<file path="src/rtl/ethertype_tag_skip_filter_macros.svh">
// assertion macros shared by the ethertype tag skip filter modules
// depends on nothing; modules that check themselves include this file
`ifndef ETHERTYPE_TAG_SKIP_FILTER_MACROS_SVH
`define ETHERTYPE_TAG_SKIP_FILTER_MACROS_SVH

// condition holds at every clock edge outside reset
`define ETFS_ASSERT_ALWAYS(lbl, clk, rst, cond, msg) \
   lbl: assert property (@(posedge clk) disable iff (rst) (cond)) else $error(msg);

// antecedent implies consequent in the same cycle
`define ETFS_ASSERT_IMP(lbl, clk, rst, ante, cons, msg) \
   lbl: assert property (@(posedge clk) disable iff (rst) (ante) |-> (cons)) else $error(msg);

// antecedent implies consequent in the next cycle
`define ETFS_ASSERT_NXT(lbl, clk, rst, ante, cons, msg) \
   lbl: assert property (@(posedge clk) disable iff (rst) (ante) |=> (cons)) else $error(msg);

`endif

</file>
<file path="src/rtl/etfs_pkg.sv">
// types, constants and match helpers for the ethertype tag skip filter
// used by every module of the block; depends on nothing
package etfs_pkg;

   // sizing
   localparam int MAX_SCAN_OFFSET = 9;
   localparam int MAX_FRAME_BYTES = 2047;
   localparam int HDR_DEPTH       = 18 + MAX_SCAN_OFFSET;
   localparam int WIN_IDX_W       = $clog2(HDR_DEPTH);
   localparam int COUNT_W         = $clog2(MAX_FRAME_BYTES + 1);
   localparam int OFFSET_W        = 4;
   localparam int LENGTH_W        = 11;
   localparam int QUEUE_DEPTH     = 2;
   localparam int QPTR_W          = (QUEUE_DEPTH > 1) ? $clog2(QUEUE_DEPTH) : 1;
   localparam int QCNT_W          = $clog2(QUEUE_DEPTH + 1);

   // header positions and byte codes
   localparam int TYPE_POS     = 12;
   localparam int IP_VER_POS   = 14;
   localparam int ARP_PROT_POS = 16;
   localparam logic [7:0] ETH_TYPE_HI  = 8'h08;
   localparam logic [7:0] ETH_TYPE_IP  = 8'h00;
   localparam logic [7:0] ETH_TYPE_ARP = 8'h06;
   localparam logic [7:0] IPV4_VER_IHL = 8'h45;
   localparam logic [7:0] ARP_PROT_IP  = 8'h08;
   localparam logic [7:0] ARP_PROT_ALT = 8'hF0;
   localparam logic [7:0] ARP_PROT_LO  = 8'h00;

   typedef logic [HDR_DEPTH-1:0][7:0] window_type;

   typedef struct packed {
      logic [7:0] data_byte;
      logic       last_byte;
   } req_type;

   typedef struct packed {
      logic                accept;
      logic [OFFSET_W-1:0] tag_offset;
      logic [LENGTH_W-1:0] frame_length;
   } rsp_type;

   // one finished frame handed from front to back
   typedef struct packed {
      logic [MAX_SCAN_OFFSET:0] match_vec;
      logic [COUNT_W-1:0]       byte_count;
   } verdict_job_type;

   // header byte at a position, zero past the window
   function automatic logic [7:0] win_at(window_type win, int pos);
      logic [7:0] b;
      b = 8'h00;
      if (pos < HDR_DEPTH) begin
         b = win[pos[WIN_IDX_W-1:0]];
      end
      return b;
   endfunction

   // ipv4 or arp signature at tag offset k
   function automatic logic match_at(window_type win, int k);
      logic ipv4_hit;
      logic arp_hit;
      logic [7:0] p0;
      ipv4_hit = (win_at(win, TYPE_POS + k) == ETH_TYPE_HI) &&
                 (win_at(win, TYPE_POS + 1 + k) == ETH_TYPE_IP) &&
                 (win_at(win, IP_VER_POS + k) == IPV4_VER_IHL);
      p0 = win_at(win, ARP_PROT_POS + k);
      arp_hit = (win_at(win, TYPE_POS + k) == ETH_TYPE_HI) &&
                (win_at(win, TYPE_POS + 1 + k) == ETH_TYPE_ARP) &&
                ((p0 == ARP_PROT_IP) || (p0 == ARP_PROT_ALT)) &&
                (win_at(win, ARP_PROT_POS + 1 + k) == ARP_PROT_LO);
      return ipv4_hit || arp_hit;
   endfunction

endpackage

</file>
<file path="src/rtl/ethertype_tag_skip_filter.sv">
// Ethertype tag skip filter. Takes one frame byte per cycle unless the job queue is full
// (req_data.last_byte marks the frame end), one-byte frames included, and gives one verdict
// per frame: accept for IPv4 (08 00 45) or ARP (08 06 .. 08 00 / F0 00) at tag offset 0,
// then the remembered offset, then 1 to 9, with the tag offset and the frame length minus
// that offset. The verdict goes through the job queue and the result register. The rate is
// set by the front window write and compares, one byte per cycle; a two-entry job queue
// and the result register let byte intake continue while a verdict waits to be popped,
// until the queue fills. Moving the MAC addresses past the tag is left to the consumer.
// depends on etfs_pkg, etfs_front, etfs_queue, etfs_back
module ethertype_tag_skip_filter (
   input  logic               clock,
   input  logic               reset,
   input  logic               req_push,
   output logic               req_full,
   input  etfs_pkg::req_type  req_data,
   output logic               rsp_empty,
   input  logic               rsp_pop,
   output etfs_pkg::rsp_type  rsp_data
);

   logic                      byte_valid;
   logic                      job_push;
   logic                      job_full;
   logic                      job_pop;
   logic                      job_empty;
   etfs_pkg::verdict_job_type front_job;
   etfs_pkg::verdict_job_type back_job;

   // an item is accepted whenever the job queue has room
   assign req_full   = job_full;
   assign byte_valid = req_push && !job_full;

   etfs_front u_front (
      .clock      (clock),
      .reset      (reset),
      .byte_valid (byte_valid),
      .byte_in    (req_data),
      .job_push   (job_push),
      .job_out    (front_job)
   );

   etfs_queue u_queue (
      .clock     (clock),
      .reset     (reset),
      .push      (job_push),
      .push_data (front_job),
      .full      (job_full),
      .pop       (job_pop),
      .pop_data  (back_job),
      .empty     (job_empty)
   );

   etfs_back u_back (
      .clock     (clock),
      .reset     (reset),
      .job_empty (job_empty),
      .job_in    (back_job),
      .job_pop   (job_pop),
      .rsp_empty (rsp_empty),
      .rsp_pop   (rsp_pop),
      .rsp_data  (rsp_data)
   );

endmodule

</file>
<file path="src/rtl/etfs_front.sv">
// front part: takes frame bytes, keeps the header window and byte count,
// and on the final byte emits the per-offset match vector; uses etfs_pkg
module etfs_front (
   input  logic                       clock,
   input  logic                       reset,
   input  logic                       byte_valid,
   input  etfs_pkg::req_type          byte_in,
   output logic                       job_push,
   output etfs_pkg::verdict_job_type  job_out
);

   logic [etfs_pkg::COUNT_W-1:0] count_ff, count_in;
   etfs_pkg::window_type         window_ff, window_in;
   etfs_pkg::window_type         view;
   logic [etfs_pkg::COUNT_W-1:0] count_sat;

   // new byte lands at the current count; bytes past it from older frames are masked
   always_comb begin
      for (int i = 0; i < etfs_pkg::HDR_DEPTH; i++) begin
         window_in[i] = (count_ff == etfs_pkg::COUNT_W'(i)) ? byte_in.data_byte : window_ff[i];
         view[i]      = (count_ff >= etfs_pkg::COUNT_W'(i)) ? window_in[i] : 8'h00;
      end
   end

   // saturating byte count including this byte
   assign count_sat = (count_ff == etfs_pkg::COUNT_W'(etfs_pkg::MAX_FRAME_BYTES)) ?
                      count_ff : count_ff + etfs_pkg::COUNT_W'(1);

   always_comb begin
      count_in = count_ff;
      if (byte_valid) begin
         count_in = byte_in.last_byte ? '0 : count_sat;
      end
   end

   // parallel signature compares, one per tag offset
   for (genvar k = 0; k <= etfs_pkg::MAX_SCAN_OFFSET; k++) begin : g_match
      assign job_out.match_vec[k] = etfs_pkg::match_at(view, k);
   end

   assign job_out.byte_count = count_sat;
   assign job_push           = byte_valid && byte_in.last_byte;

   // count state
   always_ff @(posedge clock) begin
      if (reset) begin
         count_ff <= '0;
      end else begin
         count_ff <= count_in;
      end
   end

   // window bytes, validity follows the count
   always_ff @(posedge clock) begin
      if (byte_valid) begin
         window_ff <= window_in;
      end
   end

endmodule

</file>
<file path="src/rtl/etfs_queue.sv">
// short job queue between front and back so each side stalls on its own
// holds etfs_pkg::verdict_job_type entries in flops
`include "ethertype_tag_skip_filter_macros.svh"
module etfs_queue (
   input  logic                       clock,
   input  logic                       reset,
   input  logic                       push,
   input  etfs_pkg::verdict_job_type  push_data,
   output logic                       full,
   input  logic                       pop,
   output etfs_pkg::verdict_job_type  pop_data,
   output logic                       empty
);

   etfs_pkg::verdict_job_type entries_ff [etfs_pkg::QUEUE_DEPTH];
   logic [etfs_pkg::QPTR_W-1:0] wr_ptr_ff, wr_ptr_in;
   logic [etfs_pkg::QPTR_W-1:0] rd_ptr_ff, rd_ptr_in;
   logic [etfs_pkg::QCNT_W-1:0] count_ff, count_in;
   logic                        do_push, do_pop;

   assign full     = (count_ff == etfs_pkg::QCNT_W'(etfs_pkg::QUEUE_DEPTH));
   assign empty    = (count_ff == '0);
   assign do_push  = push && !full;
   assign do_pop   = pop && !empty;
   assign pop_data = entries_ff[rd_ptr_ff];

   // pointer and fill tracking
   always_comb begin
      wr_ptr_in = wr_ptr_ff;
      rd_ptr_in = rd_ptr_ff;
      count_in  = count_ff;
      if (do_push) begin
         wr_ptr_in = (wr_ptr_ff == etfs_pkg::QPTR_W'(etfs_pkg::QUEUE_DEPTH - 1)) ?
                     '0 : wr_ptr_ff + etfs_pkg::QPTR_W'(1);
      end
      if (do_pop) begin
         rd_ptr_in = (rd_ptr_ff == etfs_pkg::QPTR_W'(etfs_pkg::QUEUE_DEPTH - 1)) ?
                     '0 : rd_ptr_ff + etfs_pkg::QPTR_W'(1);
      end
      if (do_push && !do_pop) begin
         count_in = count_ff + etfs_pkg::QCNT_W'(1);
      end else if (do_pop && !do_push) begin
         count_in = count_ff - etfs_pkg::QCNT_W'(1);
      end
   end

   always_ff @(posedge clock) begin
      if (reset) begin
         wr_ptr_ff <= '0;
         rd_ptr_ff <= '0;
         count_ff  <= '0;
      end else begin
         wr_ptr_ff <= wr_ptr_in;
         rd_ptr_ff <= rd_ptr_in;
         count_ff  <= count_in;
      end
   end

   // entry storage
   always_ff @(posedge clock) begin
      if (do_push) begin
         entries_ff[wr_ptr_ff] <= push_data;
      end
   end

   // checks
   `ETFS_ASSERT_ALWAYS(a_fill_bound, clock, reset, count_ff <= etfs_pkg::QCNT_W'(etfs_pkg::QUEUE_DEPTH), "queue fill above depth")
   `ETFS_ASSERT_IMP(a_no_push_full, clock, reset, push, !full, "job pushed into full queue")
   `ETFS_ASSERT_NXT(a_push_fills, clock, reset, push && !pop && !full, !empty, "queue empty after push")

endmodule

</file>
<file path="src/rtl/etfs_back.sv">
// back part: resolves offset priority with the remembered offset, forms the
// verdict and holds it in the result register; uses etfs_pkg
`include "ethertype_tag_skip_filter_macros.svh"
module etfs_back (
   input  logic                       clock,
   input  logic                       reset,
   input  logic                       job_empty,
   input  etfs_pkg::verdict_job_type  job_in,
   output logic                       job_pop,
   output logic                       rsp_empty,
   input  logic                       rsp_pop,
   output etfs_pkg::rsp_type          rsp_data
);

   logic [etfs_pkg::OFFSET_W-1:0] rem_ff, rem_in;
   logic                          out_valid_ff, out_valid_in;
   etfs_pkg::rsp_type             out_ff, out_in;
   logic                          take;
   logic                          scan_hit;
   logic [etfs_pkg::OFFSET_W-1:0] scan_off;
   logic [etfs_pkg::OFFSET_W-1:0] off;
   logic                          found;
   logic [etfs_pkg::COUNT_W-1:0]  off_ext;

   // take a job when the result register is free or being emptied
   assign take    = !job_empty && (!out_valid_ff || rsp_pop);
   assign job_pop = take;

   // lowest matching offset from 1 upward
   always_comb begin
      scan_hit = 1'b0;
      scan_off = '0;
      for (int k = etfs_pkg::MAX_SCAN_OFFSET; k >= 1; k--) begin
         if (job_in.match_vec[k]) begin
            scan_hit = 1'b1;
            scan_off = etfs_pkg::OFFSET_W'(k);
         end
      end
   end

   // priority: offset zero, then the remembered offset, then the scan
   always_comb begin
      rem_in = rem_ff;
      found  = 1'b1;
      off    = '0;
      if (job_in.match_vec[0]) begin
         off = '0;
      end else if (job_in.match_vec[rem_ff]) begin
         off = rem_ff;
      end else if (scan_hit) begin
         off = scan_off;
         if (take) begin
            rem_in = scan_off;
         end
      end else begin
         found = 1'b0;
      end
   end

   // verdict with length saturating at zero
   assign off_ext = etfs_pkg::COUNT_W'(off);
   always_comb begin
      out_in.accept       = found;
      out_in.tag_offset   = found ? off : '0;
      out_in.frame_length = '0;
      if (found && (job_in.byte_count > off_ext)) begin
         out_in.frame_length = etfs_pkg::LENGTH_W'(job_in.byte_count - off_ext);
      end
   end

   always_comb begin
      out_valid_in = out_valid_ff;
      if (take) begin
         out_valid_in = 1'b1;
      end else if (rsp_pop) begin
         out_valid_in = 1'b0;
      end
   end

   always_ff @(posedge clock) begin
      if (reset) begin
         rem_ff       <= '0;
         out_valid_ff <= 1'b0;
      end else begin
         rem_ff       <= rem_in;
         out_valid_ff <= out_valid_in;
      end
   end

   // result payload
   always_ff @(posedge clock) begin
      if (take) begin
         out_ff <= out_in;
      end
   end

   assign rsp_empty = !out_valid_ff;
   assign rsp_data  = out_ff;

   // checks
   `ETFS_ASSERT_ALWAYS(a_rem_range, clock, reset, rem_ff <= etfs_pkg::OFFSET_W'(etfs_pkg::MAX_SCAN_OFFSET), "remembered offset out of scan range")
   `ETFS_ASSERT_NXT(a_rem_hold, clock, reset, !take, $stable(rem_ff), "remembered offset moved without a verdict")
   `ETFS_ASSERT_IMP(a_drop_zero, clock, reset, out_valid_ff && !out_ff.accept, (out_ff.tag_offset == '0) && (out_ff.frame_length == '0), "dropped frame with nonzero fields")

endmodule

</file>
<file path="config.mk">
export PLATFORM = sky130hd
export DESIGN_NAME = ethertype_tag_skip_filter
export DESIGN_NICKNAME = d
export VERILOG_FILES = /design/src/rtl/etfs_pkg.sv /design/src/rtl/ethertype_tag_skip_filter.sv /design/src/rtl/etfs_front.sv /design/src/rtl/etfs_queue.sv /design/src/rtl/etfs_back.sv
export VERILOG_INCLUDE_DIRS = /design/src /design/src/rtl
export SDC_FILE = /design/constraint.sdc
export NUM_CORES = 1
export LEC_CHECK = 0
export BUFFER_PORTS_ARGS = -buffer_cell sky130_fd_sc_hd__buf_2
export CAP_MARGIN = 10
export CORE_ASPECT_RATIO = 0.7
export CORE_UTILIZATION = 38
export DETAILED_ROUTE_END_ITERATION = 10
export PLACE_DENSITY = 0.63
export SLEW_MARGIN = 40
export SYNTH_ARGS = -nofsm -noshare
export SYNTH_HDL_FRONTEND = slang
export SYNTH_HIERARCHICAL = 1
export SYNTH_SLANG_ARGS = --single-unit
</file>
<file path="constraint.sdc">
create_clock -name clock -period 4.2 [get_ports clock]
set_clock_uncertainty 0.15 [all_clocks]
set_input_delay 0.21 -clock clock [delete_from_list [all_inputs] [get_ports clock]]
set_output_delay 0.21 -clock clock [all_outputs]
set_load 0.03 [all_outputs]
</file>
Word-level counts from Yosys, hierarchy flattened
Memory sizes are Yosys's and may differ from the RTL's. A register that Yosys moved wholly into a read port is not among the register bits.
Index checks and enable logic that the tools add are counted.
W data, S select, Z words.
{"block": "classes", "n_div": 0, "n_eq_ne": 61, "n_shift": 0, "add_sub_neg": 6, "n_bitwise": 2, "n_lt_le_gt_ge": 17, "n_reduce_logical": 102, "n_mul": 0, "mux": 68}
{"cell": "$mux W8", "n": 30}
{"cell": "$eq A11 B5 Y1 const B", "n": 11}
{"cell": "$ge A11 B5 Y1 const B", "n": 11}
{"cell": "$eq A8 B4 Y1 const B", "n": 14}
{"cell": "$logic_not A8 Y1", "n": 14}
{"cell": "$eq A8 B3 Y1 const B", "n": 10}
{"cell": "$eq A8 B7 Y1 const B", "n": 10}
{"cell": "$eq A8 B8 Y1 const B", "n": 10}
{"cell": "$logic_and A1 B1 Y1", "n": 58}
{"cell": "$mux W4", "n": 12}
{"cell": "$eq A11 B4 Y1 const B", "n": 4}
{"cell": "$ge A11 B4 Y1 const B", "n": 4}
{"cell": "$mux W11", "n": 2}
{"cell": "$logic_or A1 B1 Y1", "n": 21}
{"cell": "$mux W1", "n": 21}
{"cell": "$add A11 B1 Y11 const B", "n": 1}
{"cell": "$eq A11 B11 Y1 const B", "n": 1}
{"cell": "$gt A11 B4 Y1", "n": 1}
{"cell": "$sub A11 B4 Y11", "n": 1}
{"cell": "$logic_not A1 Y1", "n": 5}
{"cell": "$lt A4 B5 Y1 const B", "n": 1}
{"cell": "$bmux W1 S4", "n": 1}
{"cell": "$mux W2", "n": 2}
{"cell": "$reduce_and A4 Y1", "n": 1}
{"cell": "other kinds (7)", "n": 10}
{"block": "totals", "mem_bits_ro": 0, "wordCells": 281, "out_inout_bits": 18, "reg_bits": 156, "ram_bits": 42, "memories": 1, "inputBits": 13, "latch_bits": 0}
{"name": "u_queue.entries_ff", "words": 2, "width": 21, "rd": 1, "rd_ports_with_merged_regs": 1, "write_ports": 1, "line_no": "etfs_queue.sv:15", "source": "etfs_pkg::verdict_job_type entries_ff [etfs_pkg::QUEUE_DEPTH];"}

Longest topological paths before layout
{"block": "logic_depth", "word_depth": 14, "mapped_depth": 17, "depth_no_buf": 14}

Cells and area by module
Netlist, hierarchy kept.
{"module": "etfs_front", "cells_per_inst": 844, "instances": 1, "seq_area_each_um2": 3823.7, "area_per_inst_um2": 8318.0}
{"module": "etfs_queue", "cells_per_inst": 90, "instances": 1, "seq_area_each_um2": 1361.3, "area_per_inst_um2": 1725.4}
{"module": "etfs_back", "cells_per_inst": 137, "instances": 1, "seq_area_each_um2": 580.6, "area_per_inst_um2": 1342.5}
{"module": "ethertype_tag_skip_filter", "cells_per_inst": 1, "instances": 1, "seq_area_each_um2": 0.0, "area_per_inst_um2": 13.8}

Worst setup path after synthesis
OpenSTA, ideal clock, no wires.
{"block": "synth_path", "path_kind": "register to register", "startpoint": "reg u_queue/count_ff[1] (netlist bit)", "endpoint": "mem u_queue/entries_ff[0][0] (netlist bit), enable pin", "setup_ps": 376, "stages_incl_launch_ff": 8, "setup_slack_ps": -71, "required_ps": 3674, "path_buffers": 1, "period_less_slack_ps": 4271, "arrival_ps": 3746, "cell_sequence": "dfxtp_1 -> nor2b_2 -> nor2b_4 -> clkbuf_1 -> and2_1 -> inv_1 -> or3_1 -> inv_1"}
{"block": "synth_via", "elab_chain_len": 7}
{"item": "start, declared", "line_no": "etfs_queue.sv:18", "source": "logic [etfs_pkg::QCNT_W-1:0] count_ff, count_in;"}
{"item": "start signal, assigned", "line_no": "etfs_queue.sv:55", "source": "count_ff <= count_in;"}
{"item": "$eq A2 B2 Y1", "line_no": "etfs_queue.sv:21", "source": "assign full = (count_ff == etfs_pkg::QCNT_W'(etfs_pkg::QUEUE_DEPTH));"}
{"item": "via req_full", "line_no": "ethertype_tag_skip_filter.sv:14", "source": "output logic req_full,"}
{"item": "$logic_not A1 Y1", "line_no": "ethertype_tag_skip_filter.sv:31", "source": "assign byte_valid = req_push && !job_full;"}
{"item": "$logic_and A1 B1 Y1", "line_no": "ethertype_tag_skip_filter.sv:31"}
{"item": "via byte_valid", "line_no": "ethertype_tag_skip_filter.sv:21", "source": "logic byte_valid;"}
{"item": "$logic_and A1 B1 Y1", "line_no": "etfs_front.sv:42", "source": "assign job_push = byte_valid && byte_in.last_byte;"}
{"item": "via job_push", "line_no": "ethertype_tag_skip_filter.sv:22", "source": "logic job_push;"}
{"item": "$logic_and A1 B1 Y1", "line_no": "etfs_queue.sv:23", "source": "assign do_push = push && !full;"}
{"item": "$mux W1", "line_no": "etfs_queue.sv:61", "source": "if (do_push) begin"}
{"item": "$mux W1 (not written as such)", "line_no": "etfs_queue.sv:62", "source": "entries_ff[wr_ptr_ff] <= push_data;"}
{"item": "end, declared", "line_no": "etfs_queue.sv:15"}
The timed path passes the listed nets, and every way through them passes these cells.

==> flow_summary.toml <==
[outcome]
run_status = "completed"

[sta]
worstMarginPinSlew_ns = 0.798
timing.final.crit_share = 0.962
grt_setup_unrepaired = "no"
layout_setup_ws_ns = 0.158
fin_setup_tns_ns = 0
hold_viol = 0
final_max_slew_viol_count = 0
clock.fmax_ghz = 0.247
worst_slew_margin_rel = 0.463
report.final.setup_viol = 0
period_minus_slack_ns = 4.04

[setup_path]
worst-endpoint-arrival_ns = 4.10
cp.required_ns = 4.25
crit_path_end_kind = "flop"
timing.setup.critical_path_class = "reg -> reg"
cp_max_fo = 8
startpoint_type = "flop"

[synth]
synth_seq_cells = 199
synth_seq_area_share = 0.506
post_synth_instance_area_sq_mm = 0.0114
synth_top_family_by_area = "simple AND/OR/NAND/NOR gates"
avg_cell_area_syn_sq_um = 10.6
synth_cells = 1072
synth-compound-area-share = 0.0978
netlist-cell-type-count = 78
yosys.area_share.simple = 0.207
fraction_of_the_mapped_netlist_area_in_adder_cells = 0.0105
synthFlopType = "edfxtp_1"
postSynthNetCount = 1094
share_of_synthesized_registers_carrying_an_async_set_or_reset = 0
yosysWarnings = 6
synth.area.mux_share = 0.134
yosys.area_share.xor_xnor = 0.0131
synth_enable_flop_cells = 178

[final_layout]
num-nets-final = 1133
syn_to_final_growth_pct = 12.2
layout.cells.most_common = "edfxtp_1"
mostFrequentLayoutCells = "178 x edfxtp_1, 121 x nand2_1, 113 x mux2_2, 95 x nor2_1, 51 x o21ai_0"
drive_above_1_share = 0.222
antenna_cells_inserted = 0

[grt]
global_route_met2_usage = 0.268
grt_pass1_vias = 8309
maximum_number_of_pins_on_one_net_before_global_route_repair = 77
grt_first_pass_wirelength_um = 48500
met3_track_demand_over_resource = 0.0787
grt_util_met1 = 0.318
globalRoute.busiestLayer = "met1"
antenna_found_initial = 0
global_route.overflow_total = 0
grt.total_usage = 0.206

[routing]
drtAntennaViolNets = 0
wl_per_cell_um = 20.8
via_count = 8852
firstDrtPassIters = 6
drc = 0
drtIter0Drc = 940
drt_wl_total_um = 31200
drt-vias-per-instance = 5.89

[floorplan]
dieHeight_um = 147
core_rows = 52
initial_core_util = 0.390
die_width_um = 209
core_area_sq_mm = 0.0292
io-pin-count = 31
dieArea_sq_mm = 0.0307

[min_path]
hold_path_class = "in -> reg"

[placed_design]
port-buffer-count = 30
detailedPlace.worstSlack_ns = -0.0351
place.gp.congestion = 0.982
dp_hpwl_um = 22200

[pwr]
pwr_density_mw_per_mm2 = 515
power_mw = 6.58
leakage_nw = 4.45
irDropWorstVdd_mv = 0.427

[clocking]
clk-insertion-delay-late_ns = 0.45
cts_buffer_depth = 2
path_clk_slew_ns = 0.08
tritoncts_clock_tree = "built"
clock-root-buffer = "clkbuf_16"
clock_sinks = 199
cts_made_buffers = 17
htree_levels = 4

[run]
max_cap_violations = 0
## logic make-up after synthesis
logic type	Yosys count
compound gates	170
xor+xnor	17
fa+ha+maj	9
buf+inv	87
flops	199
mux	137
simple gates	453
## worst max-delay path, cell delays in order, from the launching register on
cell      delay [ns]
dfxtp_2         0.42
mux2_2          0.40
mux4_1          0.51
nor2_1          0.19
o41a_1          0.24
buf_4           0.14
mux2i_1         0.09
or2_1           0.23
ha_1            0.34
o21a_1          0.19
o31a_1          0.17
o22a_1          0.27
o31ai_4         0.24
buf_4           0.17
a211oi_1        0.05
## Yosys cell counts (all sizes together), types with 7 or more instances
cell type / instances / area (sq um)
a211oi: 9 / 67.6
a21oi: 43 / 215
a31oi: 8 / 50.1
buf: 13 / 82.6
clkbuf: 49 / 184
dfxtp: 21 / 420
edfxtp: 178 / 5350
ha: 8 / 100
inv: 25 / 93.8
mux2: 114 / 1280
mux2i: 22 / 220
nand2: 123 / 467
nand2b: 10 / 62.6
nand3: 33 / 165
nand3b: 10 / 75.1
nand4: 27 / 169
nand4b: 7 / 61.3
nor2: 96 / 363
nor2b: 19 / 129
nor3: 39 / 195
nor3b: 11 / 87.6
nor4: 19 / 140
nor4b: 7 / 61.3
o21ai: 52 / 260
or3: 12 / 75.1
or4: 8 / 71.3
xnor2: 11 / 96.3
## power by group
group	total (mW)	switching [mW]	internal, mW
Sequential	3.07	0.264	2.81
Clock	1.74	0.783	0.961
Combinational	1.77	1.08	0.684
Total	6.58	2.13	4.45
## flip-flops by register name, summed over array words and instances, names as in the netlist, named ones only
signal,cells
u_front/window_ff,120
u_queue/entries_ff,42
u_back/rsp_data,16
u_front/count_ff,11
u_back/rem_ff,4
u_queue/count_ff,2
u_back/out_valid_ff,1
u_queue/rd_ptr_ff,1
u_queue/wr_ptr_ff,1
## cell type report
cell class,instances,area [sq um]
clock buffer,19,433
clock inverter,13,189
fill,2741,16400
inverter,25,97.6
multi-input combinational,786,5290
sequential,199,5770
tap,378,473
timing repair buffer,82,549
## metal layers
| metal | wire [um] | vias to the layer above | share of wire |
|---|---|---|---|
| met2 | 12200 | 407 | 0.39 |
| met1 | 15200 | 4278 | 0.49 |
| met5 | 0 | - | 0 |
| met3 | 3540 | 39 | 0.11 |
| met4 | 332 | 0 | 0.011 |
| li1 | - | 4128 | - |
## per-stage QoR
step	util	instance area (sq um)	cells	hold WS, ns
finish	0.438	12800	1502	0.0401
global route	0.438	12800	1502	0.0410
CTS	0.437	12800	1499	0.0169
detailed placement	0.415	12100	1465	0.343
floorplan	-	11400	1072	0.129
global placement	0.415	12100	1465	0.318
## worst paths after layout
path                                                     start                               end  slack, ns  cells after the start
worst max-delay path                                      flop  u_back/rsp_data[3]$_SDFFCE_PN0P_       0.16                     14
worst min-delay path                                     reset    u_queue/rd_ptr_ff$_SDFFE_PP0P_       0.04                      2
worst max register to register                            flop  u_back/rsp_data[3]$_SDFFCE_PN0P_       0.16                     14
worst min register to register  u_queue/wr_ptr_ff$_SDFFE_PP0N_    u_queue/wr_ptr_ff$_SDFFE_PP0N_       0.35                      2
## repair_timing
action / CTS / global route
endpoints found under the hold margin: 2 / 0
pin swaps: 1 / 2
hold buffers: 2 / 0
gates resized for setup: 1 / 2
buffers inserted: 0 / 3
endpoints found under the setup margin: 10 / 10
(Power assumes the default switching activity.)
